File: src/hdl/spq_pkg.sv
// Shared types and constants for the sorted priority queue.
// Used by every module under hdl/.
package spq_pkg;

  localparam int DEPTH_DEF = 16;
  localparam int CAP_W     = 5;
  localparam int OCC_W     = 5;
  localparam int DATA_W    = 32;
  localparam logic [CAP_W-1:0] CAP_RESET = CAP_W'(16);

  typedef enum logic [1:0] {
    OP_PUSH = 2'd0,
    OP_POP  = 2'd1,
    OP_PEEK = 2'd2
  } op_t;

  typedef enum logic [1:0] {
    ST_OK    = 2'd0,
    ST_FULL  = 2'd1,
    ST_EMPTY = 2'd2
  } status_t;

  typedef struct packed {
    logic [1:0]               op;
    logic signed [DATA_W-1:0] item_value;
    logic signed [DATA_W-1:0] item_priority;
  } in_item_t;

  typedef struct packed {
    logic signed [DATA_W-1:0] out_value;
    status_t                  status;
    logic [OCC_W-1:0]         occupancy;
  } out_item_t;

  // contents of one cell of the chain
  typedef struct packed {
    logic                     valid;
    logic signed [DATA_W-1:0] value;
    logic signed [DATA_W-1:0] prio;
  } cell_data_t;

  // command broadcast to every cell
  typedef struct packed {
    logic                     push;
    logic                     pop;
    logic signed [DATA_W-1:0] value;
    logic signed [DATA_W-1:0] prio;
  } cell_cmd_t;

endpackage

File: src/hdl/spq_cell.sv
// One compare-and-shift cell of the sorted chain; cell 0 holds the top entry.
// Depends on spq_pkg.
module spq_cell
  import spq_pkg::*;
(
  input  logic       clk,
  input  logic       rst_n,
  input  cell_cmd_t  cmd,
  input  cell_data_t up_data,
  input  logic       up_greater,
  input  cell_data_t dn_data,
  output cell_data_t data,
  output logic       greater
);

  logic                     valid_r, valid_nxt;
  logic signed [DATA_W-1:0] value_r, value_nxt;
  logic signed [DATA_W-1:0] prio_r, prio_nxt;

  // entry stays above a new one of strictly lower priority; a new entry of equal priority goes above it
  assign greater = valid_r && (prio_r > cmd.prio);

  always_comb begin
    valid_nxt = valid_r;
    value_nxt = value_r;
    prio_nxt  = prio_r;
    if (cmd.push) begin
      if (!greater) begin
        if (up_greater) begin
          valid_nxt = 1'b1;
          value_nxt = cmd.value;
          prio_nxt  = cmd.prio;
        end else begin
          valid_nxt = up_data.valid;
          value_nxt = up_data.value;
          prio_nxt  = up_data.prio;
        end
      end
    end else if (cmd.pop) begin
      valid_nxt = dn_data.valid;
      value_nxt = dn_data.value;
      prio_nxt  = dn_data.prio;
    end
  end

  always_ff @(posedge clk) begin
    if (!rst_n) begin
      valid_r <= 1'b0;
    end else begin
      valid_r <= valid_nxt;
    end
  end

  always_ff @(posedge clk) begin
    value_r <= value_nxt;
    prio_r  <= prio_nxt;
  end

  assign data.valid = valid_r;
  assign data.value = value_r;
  assign data.prio  = prio_r;

endmodule

File: src/hdl/spq_out_buf.sv
// Output register with skid stage for result transactions.
// Depends on spq_pkg.
module spq_out_buf
  import spq_pkg::*;
(
  input  logic      clk,
  input  logic      rst_n,
  input  logic      push,
  input  out_item_t push_data,
  output logic      full,
  output logic      out_valid,
  input  logic      out_stall,
  output out_item_t out_data
);

  logic      main_valid_r, main_valid_nxt;
  logic      skid_valid_r, skid_valid_nxt;
  out_item_t main_r, main_nxt;
  out_item_t skid_r, skid_nxt;
  logic      take;

  assign take = main_valid_r && !out_stall;

  always_comb begin
    main_valid_nxt = main_valid_r;
    skid_valid_nxt = skid_valid_r;
    main_nxt       = main_r;
    skid_nxt       = skid_r;
    if (skid_valid_r && take) begin
      main_nxt       = skid_r;
      skid_valid_nxt = 1'b0;
    end else if (push) begin
      if (!main_valid_r || take) begin
        main_nxt       = push_data;
        main_valid_nxt = 1'b1;
      end else begin
        skid_nxt       = push_data;
        skid_valid_nxt = 1'b1;
      end
    end else if (take) begin
      main_valid_nxt = 1'b0;
    end
  end

  always_ff @(posedge clk) begin
    if (!rst_n) begin
      main_valid_r <= 1'b0;
      skid_valid_r <= 1'b0;
    end else begin
      main_valid_r <= main_valid_nxt;
      skid_valid_r <= skid_valid_nxt;
    end
  end

  always_ff @(posedge clk) begin
    main_r <= main_nxt;
    skid_r <= skid_nxt;
  end

  assign full      = skid_valid_r;
  assign out_valid = main_valid_r;
  assign out_data  = main_r;

endmodule

File: src/hdl/sorted_priority_queue.sv
// Sorted priority queue: a chain of DEPTH compare cells, top entry in cell 0.
// Each accepted transaction's result is registered in spq_out_buf; throughput one
// operation per cycle while in_stall is low, set by the shift of the cell chain.
// Reset (rst_n low, synchronous) empties the queue and sets capacity to 16.
// Depends on spq_pkg, spq_cell and spq_out_buf.
module sorted_priority_queue
  import spq_pkg::*;
#(
  parameter int DEPTH = DEPTH_DEF
) (
  input  logic             clk,
  input  logic             rst_n,
  input  logic             in_valid,
  output logic             in_stall,
  input  in_item_t         in_data,
  output logic             out_valid,
  input  logic             out_stall,
  output out_item_t        out_data,
  input  logic             cfg_valid,
  output logic             cfg_ready,
  input  logic [CAP_W-1:0] cfg_data
);

  localparam int CW   = $clog2(DEPTH + 1);
  localparam int CMPW = (CW > CAP_W) ? CW : CAP_W;

  logic [CAP_W-1:0] cap_r, cap_nxt;
  logic [CW-1:0]    count_r, count_nxt;
  logic             accept;
  logic             buf_full;
  logic             full;
  logic             empty;
  cell_cmd_t        cmd;
  out_item_t        res;
  cell_data_t       cell_q  [DEPTH];
  logic             greater [DEPTH];
  logic [DEPTH-1:0] valid_vec;

  assign cfg_ready = 1'b1;
  assign in_stall  = buf_full;
  assign accept    = in_valid && !in_stall;

  assign full  = (CMPW'(count_r) >= CMPW'(cap_r)) || (count_r == CW'(DEPTH));
  assign empty = (count_r == '0);

  always_comb begin
    cmd.push  = 1'b0;
    cmd.pop   = 1'b0;
    cmd.value = in_data.item_value;
    cmd.prio  = in_data.item_priority;
    count_nxt = count_r;
    res.out_value = '0;
    res.status    = ST_OK;
    case (in_data.op)
      OP_PUSH: begin
        if (full) begin
          res.status = ST_FULL;
        end else begin
          cmd.push  = accept;
          count_nxt = count_r + CW'(1);
        end
      end
      OP_POP, OP_PEEK: begin
        if (empty) begin
          res.status = ST_EMPTY;
        end else begin
          res.out_value = cell_q[0].value;
          if (in_data.op == OP_POP) begin
            cmd.pop   = accept;
            count_nxt = count_r - CW'(1);
          end
        end
      end
      default: begin
      end
    endcase
    res.occupancy = OCC_W'(count_nxt);
  end

  assign cap_nxt = (cfg_valid && cfg_ready) ? cfg_data : cap_r;

  always_ff @(posedge clk) begin
    if (!rst_n) begin
      cap_r   <= CAP_RESET;
      count_r <= '0;
    end else begin
      cap_r <= cap_nxt;
      if (accept) begin
        count_r <= count_nxt;
      end
    end
  end

  for (genvar k = 0; k < DEPTH; k++) begin : g_cell
    cell_data_t up_d, dn_d;
    logic       up_g;
    if (k == 0) begin : g_top
      // nothing sits above the top cell, so it takes a new entry it does not outrank
      assign up_d = '0;
      assign up_g = 1'b1;
    end else begin : g_mid
      assign up_d = cell_q[k-1];
      assign up_g = greater[k-1];
    end
    if (k == DEPTH - 1) begin : g_bot
      assign dn_d = '0;
    end else begin : g_nbot
      assign dn_d = cell_q[k+1];
    end
    spq_cell u_cell (
      .clk        (clk),
      .rst_n      (rst_n),
      .cmd        (cmd),
      .up_data    (up_d),
      .up_greater (up_g),
      .dn_data    (dn_d),
      .data       (cell_q[k]),
      .greater    (greater[k])
    );
    assign valid_vec[k] = cell_q[k].valid;
  end

  spq_out_buf u_out_buf (
    .clk       (clk),
    .rst_n     (rst_n),
    .push      (accept),
    .push_data (res),
    .full      (buf_full),
    .out_valid (out_valid),
    .out_stall (out_stall),
    .out_data  (out_data)
  );

  a_count_bound: assert property (@(posedge clk) disable iff (!rst_n)
    count_r <= CW'(DEPTH))
    else $error("entry count beyond depth");

  a_cells_match_count: assert property (@(posedge clk) disable iff (!rst_n)
    $countones(valid_vec) == int'(count_r))
    else $error("cell valid bits disagree with entry count");

  a_cells_packed: assert property (@(posedge clk) disable iff (!rst_n)
    (count_r != '0) |-> valid_vec[0])
    else $error("top cell empty while queue holds entries");

  a_pop_shrinks: assert property (@(posedge clk) disable iff (!rst_n)
    (accept && in_data.op == OP_POP && !empty) |=> (count_r == $past(count_r) - CW'(1)))
    else $error("pop did not remove an entry");

endmodule
File: config.mk
export PLATFORM = sky130hd
export DESIGN_NAME = sorted_priority_queue
export DESIGN_NICKNAME = d
export VERILOG_FILES = /design/src/hdl/spq_pkg.sv /design/src/hdl/spq_cell.sv /design/src/hdl/spq_out_buf.sv /design/src/hdl/sorted_priority_queue.sv
export SDC_FILE = /design/constraint.sdc
export NUM_CORES = 2
export LEC_CHECK = 0
export BUFFER_PORTS_ARGS = -buffer_cell sky130_fd_sc_hd__clkbuf_2
export CORE_MARGIN = 1
export CORE_UTILIZATION = 61
export CTS_BUF_LIST = sky130_fd_sc_hd__clkbuf_16
export DETAILED_ROUTE_END_ITERATION = 7
export PLACE_DENSITY = 0.78
export SYNTH_ARGS = -nofsm -noshare
export SYNTH_HDL_FRONTEND = slang
export SYNTH_SLANG_ARGS = --single-unit
File: constraint.sdc
create_clock -name clk -period 9.4 [get_ports clk]
set_input_delay 0.94 -clock clk [delete_from_list [all_inputs] [get_ports clk]]
set_output_delay 0.94 -clock clk [all_outputs]
set_load 0.03 [all_outputs]
==> flow_metrics.tcl <==
set metrics [dict create \
    ios 118 \
    ys.warnings.count 0 \
    synthAdderAreaFrac 0.08862 \
    clockBufferDepth 3 \
    ys_ff_latch 1130 \
    synth.area.mux_share 0.08922 \
    ys_seq_area_frac 0.4566 \
    finalSetupViolations 0 \
    synth-compound-area-share 0.1521 \
    yosys.area.top_type "edfxtp_1" \
    drc 6 \
    rr_startpoint "g_cell[4].u_cell.prio_r[31]" \
    synth_top_area_share 0.4490 \
    drive_above_1_share 0.07540 \
    cts_root_buf "clkbuf_16" \
    slew_headroom 0.1317 \
    die_h_microns 349.6 \
    final_common_cell "edfxtp_1" \
    path_class "in -> reg" \
    die_area_sq_um 122200 \
    worstHoldPathCells 3 \
    coreArea_sq_um 119800 \
    drtIter0Drc 10760 \
    max_cap_viol_count 0 \
    powerDensity_nw_per_um2 170.6 \
    finalWirelength_microns 265200 \
    clock_latency_ps 800 \
    period_needed_ps 5992 \
    dp_hpwl_microns 161800 \
    layout.nets 7628 \
    area_growth_pct 6.855 \
    post_cts_buffers 0 \
    reg2regPathDepth 9 \
    vias 64320 \
    gp_congestion 1.014 \
    avgRoutedWirePerCell_microns 30.29 \
    vdd_drop_max_uv 215.8 \
    start_kind "input pin" \
    worstSetupEndpointType "flop" \
    max_freq_mhz 166.9 \
    leakagePower_nw 32.91 \
    crit_required_ps 9820 \
    power_mw 13.44 \
    synth_cell_types 82 \
    fin_setup_tns_ps 0 \
    first_pass_iters 8 \
    portBuffers 116 \
    syn_inst 7278 \
    syn_nets 7876 \
    syn_area_sq_um 73700 \
    min_from "cfg_data[4]" \
    whs_ps 367.6 \
    arrival_ps 6410 \
    track_usage 0.4232 \
    via_per_inst 7.347 \
    post_cts_resized 0 \
    synth_async_sr_flop_share 0 \
    dpl_cell_area_sq_um 74490 \
    finClkSkew_ps 31.20 \
    initial_core_util 0.6151 \
    cts_hold_buffers 0 \
    post-route-cell-area_sq_um 78750 \
    h-tree-depth 4 \
    status "complete, but fails checks" \
    synthSimpleGateAreaFrac 0.1673 \
    post-route-period-util 0.6374 \
    cts_tree "yes" \
    hold_path_end "cap_r[4]" \
    hold_class "in -> reg" \
    layout_common_cells "edfxtp_1 (1102), nand2_1 (954), nor2_1 (622), and3_1 (620), mux2i_1 (611)" \
    synth_xor_area_frac 0 \
    grt_pass1_wl_microns 388000 \
    r2r_setup_slack_ps 3750 \
    synth-main-ff-cell "edfxtp_1" \
    worstMarginPinSlew_ps 1302 \
    gr-total-overflow 0 \
    r2r-end "g_cell[4].u_cell.value_r[31]" \
    grt_setup_unrepaired "false" \
    rows 127 \
    die_w_microns 349.6 \
    finalHoldViolCount 0 \
    antenna_left 0 \
    cts_buffers 130 \
    synth-edff-count 1102 \
    synth_top_family_by_area "simple AND/OR/NAND/NOR gates" \
    final_max_slew_viol_count 0 \
    first_global_vias 60830 \
    grt_max_degree 226 \
    worstPathMaxFanout 52 \
    avgSynthCellArea_sq_um 10.13 \
    antenna_found_initial 12 \
    synth_area_leaders "edfxtp_1 (45%), ha_1 (8.9%), mux2i_1 (8.3%), and3_1 (5.3%), nand2_1 (4.9%)" \
    cts.clk_slew.worst_paths_ps 60 \
    clkSinkCount 1130 \
    violations "DRC" \
]
## power breakdown
part / total, mW / switching (mW) / internal, mW / leakage [nW]
logic: 2.18 / 1.54 / 0.638 / 20.3
clock network: 5.19 / 2.29 / 2.90 / 2.16
registers: 6.07 / 0.190 / 5.88 / 10.4
total: 13.4 / 4.02 / 9.42 / 32.9
## area by class of cell
type / count / area, sq um
Fill cell: 9318 / 41060
Multi-Input combinational cell: 5474 / 37090
Sequential cell: 1130 / 33650
Clock buffer: 133 / 3328
Tap cell: 1612 / 2017
Timing Repair Buffer: 224 / 1464
Clock inverter: 104 / 917.1
Inverter: 70 / 262.8
Antenna cell: 8 / 20.02
## state kept, by name, indices dropped and copies added (netlist names)
register and flops:
u_out_buf.full 1, g_cell.u_cell.valid_r 16, g_cell.u_cell.prio_r 512, u_out_buf.out_valid 1, count_r 5, cap_r 5
u_out_buf.out_data 39, u_out_buf.skid_r 39, g_cell.u_cell.value_r 512
## per-layer routing
metal,global-route usage,share of wire,wire [microns]
met1,0.5556,0.36,94740
met2,0.6241,0.43,113500
met3,0.1140,0.15,38830
met4,0.2580,0.068,18040
met5,0.004710,0.00051,134
## cell usage after synthesis, types with 31 or more instances
cell         n
a21oi_1    352
a221o_1    170
a22oi_1    455
a31oi_1    144
and3_1     621
buf_2      101
buf_4       31
clkbuf_1   387
edfxtp_1  1102
ha_1       522
inv_1       70
mux2_2      39
mux2i_1    613
nand2_1    963
nand3_1    197
nand4_1     91
nor2_1     633
nor2b_1     32
o211ai_1    84
o21ai_0    206
o21ai_1     99
## how the worst max path moves through the flow
| stage | start | endpoint | slack [ps] | depth (start not counted) |
|---|---|---|---|---|
| final | in_data[31] | g_cell[4].u_cell.value_r[31] | 3410 | 11 |
| after detailed placement | in_data[31] | g_cell[4].u_cell.value_r[5] | 3000 | 11 |
| after CTS | in_data[31] | g_cell[4].u_cell.prio_r[26] | 3840 | 11 |
| after global routing | in_data[31] | g_cell[4].u_cell.value_r[31] | 3450 | 11 |
| after floorplan | in_data[13] | g_cell[1].u_cell.prio_r[0] | 1390 | 9 |
| after global placement | in_data[2] | g_cell[14].u_cell.prio_r[1] | 2940 | 10 |
## per-stage QoR
step | worst slack, ps | util | instances
after floorplan | 1391 | - | 7278
after global placement | 2944 | 0.6216 | 8509
after detailed placement | 2998 | 0.6217 | 8510
after CTS | 3842 | 0.6571 | 8747
after global routing | 3453 | 0.6572 | 8751
final | 3408 | 0.6573 | 8755
## critical path, cell delays in order
cell and delay [ps]:
clkbuf_2 140, inv_1 520, ha_1 360, nand3_1 200, nor4_1 1030, a211oi_1 300, nor2_4 150, buf_4 630
nor2b_1 200, o21ai_4 990, buf_4 890
## kinds of logic (layout without fill, tap and decap cells)
group / after synthesis / count (layout)
simple gates: 2638 / 2638
mux: 652 / 652
buf+inv: 674 / 531
other cells: 1 / 9
fa+ha+maj: 522 / 522
compound gates: 1661 / 1661
flops: 1130 / 1130
Note: power is estimated with default switching activity, not from simulation.
